--- src/hdl/wdce_pkg.sv ---
// ----------------------------------------------------------------------------
// WAV data chunk extractor package
// Shared types and constants for the RIFF/WAVE data chunk extractor.
// ----------------------------------------------------------------------------
package wdce_pkg;

   // Little-endian chunk tags as assembled from the byte stream
   localparam logic [31:0] TAG_RIFF = 32'h4646_4952;
   localparam logic [31:0] TAG_WAVE = 32'h4556_4157;
   localparam logic [31:0] TAG_FMT  = 32'h2074_6D66;
   localparam logic [31:0] TAG_DATA = 32'h6174_6164;

   // Parser phases
   typedef enum logic [3:0] {
      PH_RIFF  = 4'd0,
      PH_RSIZE = 4'd1,
      PH_WAVE  = 4'd2,
      PH_FMT   = 4'd3,
      PH_FSIZE = 4'd4,
      PH_FSKIP = 4'd5,
      PH_CTAG  = 4'd6,
      PH_CSIZE = 4'd7,
      PH_CSKIP = 4'd8,
      PH_DLEN  = 4'd9,
      PH_PAY   = 4'd10,
      PH_DONE  = 4'd11
   } phase_type;

   // Result kinds
   typedef enum logic [1:0] {
      KIND_PAYLOAD   = 2'd0,
      KIND_SHORT_END = 2'd1,
      KIND_HDR_ERR   = 2'd2,
      KIND_EMPTY     = 2'd3
   } kind_type;

   // One input transaction
   typedef struct packed {
      logic [7:0] data_byte;
      logic       end_of_input;
   } item_type;

   // One result transaction
   typedef struct packed {
      logic [7:0] out_byte;
      kind_type   kind;
      logic       last;
   } result_type;

endpackage

--- src/hdl/wdce_in_stage.sv ---
// ----------------------------------------------------------------------------
// Input stage
// Input register with a skid entry, so that the ready towards the source is
// driven from a flip-flop.
// ----------------------------------------------------------------------------
module wdce_in_stage import wdce_pkg::*; (
   input  logic     clock,
   input  logic     reset,
   input  logic     in_valid,
   output logic     in_ready,
   input  item_type in_item,
   output logic     item_valid,
   output item_type item,
   input  logic     item_take
);

   logic     main_vld_ff, main_vld_in;
   logic     skid_vld_ff, skid_vld_in;
   item_type main_ff, main_in;
   item_type skid_ff, skid_in;
   logic     accept;

   assign in_ready   = !skid_vld_ff;
   assign accept     = in_valid && in_ready;
   assign item_valid = main_vld_ff;
   assign item       = main_ff;

   // Refill the main entry from the skid entry first, then from the port.
   always_comb begin
      main_vld_in = main_vld_ff;
      skid_vld_in = skid_vld_ff;
      main_in     = main_ff;
      skid_in     = skid_ff;
      if (item_take || !main_vld_ff) begin
         if (skid_vld_ff) begin
            main_vld_in = 1'b1;
            main_in     = skid_ff;
            skid_vld_in = 1'b0;
         end else begin
            main_vld_in = accept;
            main_in     = in_item;
         end
      end else if (accept) begin
         skid_vld_in = 1'b1;
         skid_in     = in_item;
      end
   end

   always_ff @(posedge clock) begin
      if (reset) begin
         main_vld_ff <= 1'b0;
         skid_vld_ff <= 1'b0;
      end else begin
         main_vld_ff <= main_vld_in;
         skid_vld_ff <= skid_vld_in;
      end
      main_ff <= main_in;
      skid_ff <= skid_in;
   end

endmodule

--- src/hdl/wdce_parser.sv ---
// ----------------------------------------------------------------------------
// Header parser
// Tracks the RIFF/WAVE header, skips chunks by their size and passes the
// data chunk payload on. One byte is handled per cycle unless a result stalls.
// ----------------------------------------------------------------------------
module wdce_parser import wdce_pkg::*; (
   input  logic       clock,
   input  logic       reset,
   input  logic       item_valid,
   input  item_type   item,
   output logic       item_take,
   input  logic       out_free,
   output logic       res_push,
   output result_type res
);

   phase_type   phase_ff, phase_in;
   logic [1:0]  wcnt_ff, wcnt_in;
   logic [31:0] shift_ff, shift_in;
   logic [30:0] left_ff, left_in;
   logic [31:0] word;
   logic [30:0] left_dec;
   logic        res_vld;

   assign word     = {item.data_byte, shift_ff[31:8]};
   assign left_dec = left_ff - 31'd1;

   // A transaction that yields a result waits for room in the result register.
   assign item_take = item_valid && (!res_vld || out_free);
   assign res_push  = item_take && res_vld;

   // Next state and result for the byte at the head of the input stage
   always_comb begin
      phase_in = phase_ff;
      wcnt_in  = wcnt_ff;
      shift_in = shift_ff;
      left_in  = left_ff;
      res_vld  = 1'b0;
      res      = '{out_byte: 8'd0, kind: KIND_HDR_ERR, last: 1'b1};
      if (item.end_of_input) begin
         // End of stream: report if nothing final was given, then rearm.
         if (phase_ff != PH_DONE) begin
            res_vld  = 1'b1;
            res.kind = (phase_ff == PH_PAY) ? KIND_SHORT_END : KIND_HDR_ERR;
         end
         phase_in = PH_RIFF;
         wcnt_in  = 2'd0;
         shift_in = 32'd0;
         left_in  = 31'd0;
      end else begin
         case (phase_ff)
            PH_PAY: begin
               left_in      = left_dec;
               res_vld      = 1'b1;
               res.out_byte = item.data_byte;
               res.kind     = KIND_PAYLOAD;
               res.last     = (left_dec == 31'd0);
               if (left_dec == 31'd0) begin
                  phase_in = PH_DONE;
               end
            end
            PH_FSKIP, PH_CSKIP: begin
               left_in = left_dec;
               if (left_dec == 31'd0) begin
                  phase_in = PH_CTAG;
               end
            end
            PH_RIFF, PH_RSIZE, PH_WAVE, PH_FMT, PH_FSIZE, PH_CTAG, PH_CSIZE,
            PH_DLEN: begin
               // Assemble a little-endian word and act once it is complete.
               shift_in = word;
               wcnt_in  = wcnt_ff + 2'd1;
               if (wcnt_ff == 2'd3) begin
                  case (phase_ff)
                     PH_RIFF: begin
                        if (word != TAG_RIFF) begin
                           res_vld  = 1'b1;
                           phase_in = PH_DONE;
                        end else begin
                           phase_in = PH_RSIZE;
                        end
                     end
                     PH_RSIZE: begin
                        phase_in = PH_WAVE;
                     end
                     PH_WAVE: begin
                        if (word != TAG_WAVE) begin
                           res_vld  = 1'b1;
                           phase_in = PH_DONE;
                        end else begin
                           phase_in = PH_FMT;
                        end
                     end
                     PH_FMT: begin
                        if (word != TAG_FMT) begin
                           res_vld  = 1'b1;
                           phase_in = PH_DONE;
                        end else begin
                           phase_in = PH_FSIZE;
                        end
                     end
                     PH_FSIZE, PH_CSIZE: begin
                        // A negative size is a header error, never a seek back.
                        if (word[31]) begin
                           res_vld  = 1'b1;
                           phase_in = PH_DONE;
                        end else begin
                           left_in = word[30:0];
                           if (word == 32'd0) begin
                              phase_in = PH_CTAG;
                           end else if (phase_ff == PH_FSIZE) begin
                              phase_in = PH_FSKIP;
                           end else begin
                              phase_in = PH_CSKIP;
                           end
                        end
                     end
                     PH_CTAG: begin
                        phase_in = (word == TAG_DATA) ? PH_DLEN : PH_CSIZE;
                     end
                     PH_DLEN: begin
                        if (word[31] || (word == 32'd0)) begin
                           res_vld  = 1'b1;
                           res.kind = KIND_EMPTY;
                           phase_in = PH_DONE;
                        end else begin
                           left_in  = word[30:0];
                           phase_in = PH_PAY;
                        end
                     end
                     default: begin
                        phase_in = phase_ff;
                     end
                  endcase
               end
            end
            default: begin
               // Done, or a code that means nothing: bytes are ignored.
               phase_in = phase_ff;
            end
         endcase
      end
   end

   always_ff @(posedge clock) begin
      if (reset) begin
         phase_ff <= PH_RIFF;
         wcnt_ff  <= 2'd0;
         shift_ff <= 32'd0;
         left_ff  <= 31'd0;
      end else if (item_take) begin
         phase_ff <= phase_in;
         wcnt_ff  <= wcnt_in;
         shift_ff <= shift_in;
         left_ff  <= left_in;
      end
   end

endmodule

--- src/hdl/wdce_out_stage.sv ---
// ----------------------------------------------------------------------------
// Result register
// Holds one result transaction until the sink takes it.
// ----------------------------------------------------------------------------
module wdce_out_stage import wdce_pkg::*; (
   input  logic       clock,
   input  logic       reset,
   input  logic       res_push,
   input  result_type res,
   output logic       out_free,
   output logic       out_valid,
   input  logic       out_ready,
   output result_type out_res
);

   logic       vld_ff, vld_in;
   result_type res_ff, res_in;

   assign out_free  = !vld_ff || out_ready;
   assign out_valid = vld_ff;
   assign out_res   = res_ff;

   // Load on a push, empty when the sink takes the held result.
   always_comb begin
      vld_in = vld_ff;
      res_in = res_ff;
      if (res_push) begin
         vld_in = 1'b1;
         res_in = res;
      end else if (out_ready) begin
         vld_in = 1'b0;
      end
   end

   always_ff @(posedge clock) begin
      if (reset) begin
         vld_ff <= 1'b0;
      end else begin
         vld_ff <= vld_in;
      end
      res_ff <= res_in;
   end

endmodule

--- src/hdl/wav_data_chunk_extractor.sv ---
// ----------------------------------------------------------------------------
// WAV data chunk extractor
// Parses a RIFF/WAVE byte stream and passes on the payload of the data chunk.
//
//   Channel  Direction  tdata          tuser   tlast
//   req_     in         data_byte      -       end_of_input
//   rsp_     out        out_byte       kind    last
//
// One input transaction is taken every cycle when the result side keeps up.
// Each accepted request transaction is registered in the input stage, and its
// result, if any, is then registered in the result register for the sink.
// Bytes that give no result never wait for the sink.
// req_tready comes from the skid entry flip-flop, so a stall reaches the
// source in the next cycle and the skid entry absorbs the byte in flight.
// Reset is synchronous and returns the parser to expect the RIFF tag.
// ----------------------------------------------------------------------------
module wav_data_chunk_extractor import wdce_pkg::*; (
   input  logic       clock,
   input  logic       reset,
   input  logic       req_tvalid,
   output logic       req_tready,
   input  logic [7:0] req_tdata,   // [7:0] data_byte
   input  logic       req_tlast,   // end_of_input
   output logic       rsp_tvalid,
   input  logic       rsp_tready,
   output logic [7:0] rsp_tdata,   // [7:0] out_byte
   output logic [1:0] rsp_tuser,   // [1:0] kind
   output logic       rsp_tlast    // last
);

   item_type   in_item;
   item_type   item;
   logic       item_valid;
   logic       item_take;
   logic       out_free;
   logic       res_push;
   result_type res;
   result_type out_res;

   assign in_item = '{data_byte: req_tdata, end_of_input: req_tlast};

   wdce_in_stage u_in_stage (
      .clock      (clock),
      .reset      (reset),
      .in_valid   (req_tvalid),
      .in_ready   (req_tready),
      .in_item    (in_item),
      .item_valid (item_valid),
      .item       (item),
      .item_take  (item_take)
   );

   wdce_parser u_parser (
      .clock      (clock),
      .reset      (reset),
      .item_valid (item_valid),
      .item       (item),
      .item_take  (item_take),
      .out_free   (out_free),
      .res_push   (res_push),
      .res        (res)
   );

   wdce_out_stage u_out_stage (
      .clock     (clock),
      .reset     (reset),
      .res_push  (res_push),
      .res       (res),
      .out_free  (out_free),
      .out_valid (rsp_tvalid),
      .out_ready (rsp_tready),
      .out_res   (out_res)
   );

   assign rsp_tdata = out_res.out_byte;
   assign rsp_tuser = out_res.kind;
   assign rsp_tlast = out_res.last;

endmodule

--- config.mk ---
export PLATFORM = sky130hd
export DESIGN_NAME = wav_data_chunk_extractor
export DESIGN_NICKNAME = d
export VERILOG_FILES = /design/src/hdl/wdce_pkg.sv /design/src/hdl/wdce_in_stage.sv /design/src/hdl/wdce_parser.sv /design/src/hdl/wdce_out_stage.sv /design/src/hdl/wav_data_chunk_extractor.sv
export SDC_FILE = /design/constraint.sdc
export NUM_CORES = 1
export LEC_CHECK = 0
export BUFFER_PORTS_ARGS = -buffer_cell sky130_fd_sc_hd__buf_2
export CAP_MARGIN = 20
export CORE_UTILIZATION = 55
export DETAILED_ROUTE_END_ITERATION = 16
export PLACE_DENSITY = 0.71
export SYNTH_ARGS = -nofsm -noshare
export SYNTH_HDL_FRONTEND = slang
export SYNTH_SLANG_ARGS = --single-unit
--- constraint.sdc ---
create_clock -name clock -period 6.3 [get_ports clock]
set_input_delay 1.26 -clock clock [delete_from_list [all_inputs] [get_ports clock]]
set_output_delay 1.26 -clock clock [all_outputs]
set_load 0.05 [all_outputs]
==> results.toml <==
[run_status]
outcome = "finished clean"

[die]
core_sq_mm = 0.008891
die-area_sq_mm = 0.009782
io_pins = 26
die_h_um = 98.91
start_util_pct = 58.09
std_cell_rows = 34
die_w_um = 98.91

[synthesis]
synthCells = 594
synth_ff_type = "dfxtp_1"
syn_area_sq_mm = 0.005165
seq_area_frac_synth_pct = 41.67
yosysTopAreaCell = "dfxtp_1"
ys_seq_elements = 93
avgSynthCellArea_sq_um = 8.695
yosysUniqueCellTypes = 66
yosys-top-cells-area = "dfxtp_1 25%, edfxtp_1 17%, a21oi_1 6.8%, a22o_1 4.2%, nor2_1 3.6%"
synth-edff-count = 29
async_flop_share_pct = 0
yosys.area.top_type_share_pct = 24.81
ys_warn_count = 0
syn_nets = 610

[final_layout]
multi_input_area_sq_mm = 0.002809
seqCellArea_sq_mm = 0.002152
layout_common_cells = "70 x a21oi_1, 64 x dfxtp_1, 49 x nor2_1"
fillerInstances = 812
nNetsFinal = 611
final_common_cell = "a21oi_1"
drive_gt1_share_pct = 12.33
syn_to_final_growth_pct = 6.492
final_cell_area_sq_mm = 0.005500
antenna_cells = 0

[flow_run]
maxCapViolCount = 0

[critical_path]
crit_chain = "inv_1, ha_1, nor3b_1, nand4_1, o21ai_0, nand4_1, or4_1, nor3_2, o31ai_4, mux2_4"
slowest_delay_ns = 0.55
rr_endpoint = "u_parser.phase_ff[3]"
criticalPathCategory = "register to register"
critPathLaunchType = "register"
cp.required_ns = 6.58
reg2reg_depth = 10
critPathCaptureType = "register"
timing.rr.start = "u_parser.left_ff[0]"
path_delay_family = "simple AND/OR/NAND/NOR gates"
cpMaxStageDelayCell = "nor3b_1"
r2r_setup_slack_ns = 2.50
crit_top_cell = "nand4_1"
cp_max_fo = 8
crit_buf_inv = 1
arrival_ns = 4.07

[hold_path]
worstHoldEndpoint = "u_parser.left_ff[26]"
worstHoldStart = "u_parser.left_ff[26]"
worstHoldPathType = "register to register"
min_delay_path_depth = 2

[cts]
cts_resized = 0
cts-root-buf = "clkbuf_8"
cts_post_setup_buffers_inserted = 0
clockBufferDepth = 2
cts_tree = "built"
cts.sinks = 93
clk_pin_slew_worst_paths_ns = 0.11
cts_hold_buf = 0
clk_latency_ns = 0.38
numCtsBuffers = 9
cts_max_level = 3

[detailed_routing]
via_count = 4760
post_drt_wl_per_cell_um = 21.02
antenna_left = 0
viasPerCell = 6.723
wl_um = 14880
drt-pass1-iter-count = 5
drt-initial-drc-count = 385
drc = 0

[global_route]
grt_pass1_vias = 4406
track_usage_pct = 31.84
grt_overflow = 0
grt_max_degree = 62
grt_pass1_wl_um = 23930
antenna_found_initial = 0

[placement]
gp_congestion = 0.9540
pre_cts_ws_ns = 2.231
placed_area_sq_mm = 0.005300
portBuffers = 25
dpl.hpwl_um = 10330

[timing]
setup_violations = 0
worst_pin_slew_ns = 1.068
setup_ws_ns = 2.504
grt_setup_unrepaired = "false"
hold_viol = 0
finalSetupTns_ns = 0
slew-limit-headroom_pct = 28.79
fmax_ghz = 0.2634
slew_viol_final = 0
period_needed_ns = 3.796
whs_ns = 0.5049
timing.final.crit_share_pct = 60.25
clock_skew_ns = 0.01312

[power]
power.leakage_nw = 1.988
irDropWorstVdd_uv = 130.1
p_per_area_mw_per_mm2 = 214.0
[per-stage QoR]
step	total power [mW]	util [%]	cells
floorplan	0.7416	-	594
global placement	0.7786	59.44	690
detailed placement	0.7801	59.61	691
CTS	1.181	61.81	707
global route	1.220	61.86	708
finish	1.177	61.86	708
[power by group]
| group | internal (mW) | leakage, nW | total (mW) | switching, mW |
|---|---|---|---|---|
| clock network | 0.159 | 0.103 | 0.408 | 0.249 |
| logic | 0.0421 | 1.10 | 0.125 | 0.0828 |
| registers | 0.627 | 0.788 | 0.645 | 0.0176 |
[metal layers]
| layer | up-vias | track usage, % | wire (um) |
|---|---|---|---|
| met1 | 2267 | 46.54 | 6665 |
| met2 | 227 | 47.82 | 6618 |
| li1 | 2232 | - | - |
| met3 | 34 | 4.965 | 1219 |
| met4 | 0 | 11.02 | 380 |
| met5 | - | 0 | 0 |
[synthesized netlist by cell type, drive strengths merged, types with 4 or more instances]
| master | n |
|---|---|
| a21oi | 70 |
| dfxtp | 64 |
| nor2 | 49 |
| nand2 | 48 |
| edfxtp | 29 |
| or3 | 27 |
| a22o | 25 |
| clkbuf | 24 |
| nor3 | 24 |
| o21ai | 23 |
| nor4 | 22 |
| buf | 16 |
| mux2 | 12 |
| nand3 | 12 |
| nand4 | 11 |
| xnor2 | 11 |
| nand2b | 10 |
| or4 | 10 |
| inv | 9 |
| o31ai | 9 |
| nor3b | 8 |
| and2 | 7 |
| o32ai | 7 |
| a31oi | 6 |
| nor2b | 6 |
| mux2i | 5 |
| or2 | 5 |
| nand3b | 4 |
[worst reg2reg max path, stage by stage, from the launching register on]
cell	delay, ns
dfxtp_1	0.38
inv_1	0.10
ha_1	0.34
nor3b_1	0.55
nand4_1	0.50
o21ai_0	0.38
nand4_1	0.12
or4_1	0.52
nor3_2	0.35
o31ai_4	0.13
mux2_4	0.33
[how the worst max path moves through the flow]
| stage | slack (ns) | start | cells after the start | to |
|---|---|---|---|---|
| after floorplan | 2.91 | u_in_stage.item[5] | 7 | u_in_stage.skid_ff[0] |
| after global placement | 2.39 | u_parser.shift_ff[20] | 7 | u_in_stage.skid_ff[5] |
| after detailed placement | 2.23 | u_in_stage.item[5] | 7 | u_in_stage.skid_ff[4] |
| after CTS | 2.23 | u_in_stage.item[5] | 7 | u_in_stage.skid_ff[4] |
| after global routing | 2.28 | u_parser.shift_ff[20] | 8 | u_in_stage.skid_ff[4] |
| final | 2.50 | u_parser.left_ff[0] | 10 | u_parser.phase_ff[3] |
[layout make-up]
type	count	share of cell area, %
Tap cell	108	2.457
Timing Repair Buffer	30	3.048
Sequential cell	93	39.13
Clock inverter	7	1.297
Multi-Input combinational cell	450	51.07
Clock buffer	9	2.252
Inverter	11	0.7507
[logic make-up after synthesis]
family | count (synthesis) | share of synthesized area (%)
and+or+nand+nor | 255 | 26.89
adders and majority gates | 4 | 0.9206
DFF | 93 | 41.67
xor gates and xnor gates | 14 | 2.519
muxes | 17 | 3.731
buffers and inverters | 51 | 4.045
AOI/OAI and AO/OA | 160 | 20.23
[state kept, by name, summed over array words and instances, names as in the netlist]
| name | flops |
|---|---|
| u_in_stage.item_valid | 1 |
| u_in_stage.item | 9 |
| u_in_stage.skid_vld_ff | 1 |
| u_out_stage.out_res | 11 |
| u_parser.shift_ff | 24 |
| u_out_stage.out_valid | 1 |
| u_parser.wcnt_ff | 2 |
| u_parser.phase_ff | 4 |
| u_in_stage.skid_ff | 9 |
| u_parser.left_ff | 31 |
Power figures use the tool's default switching activity.
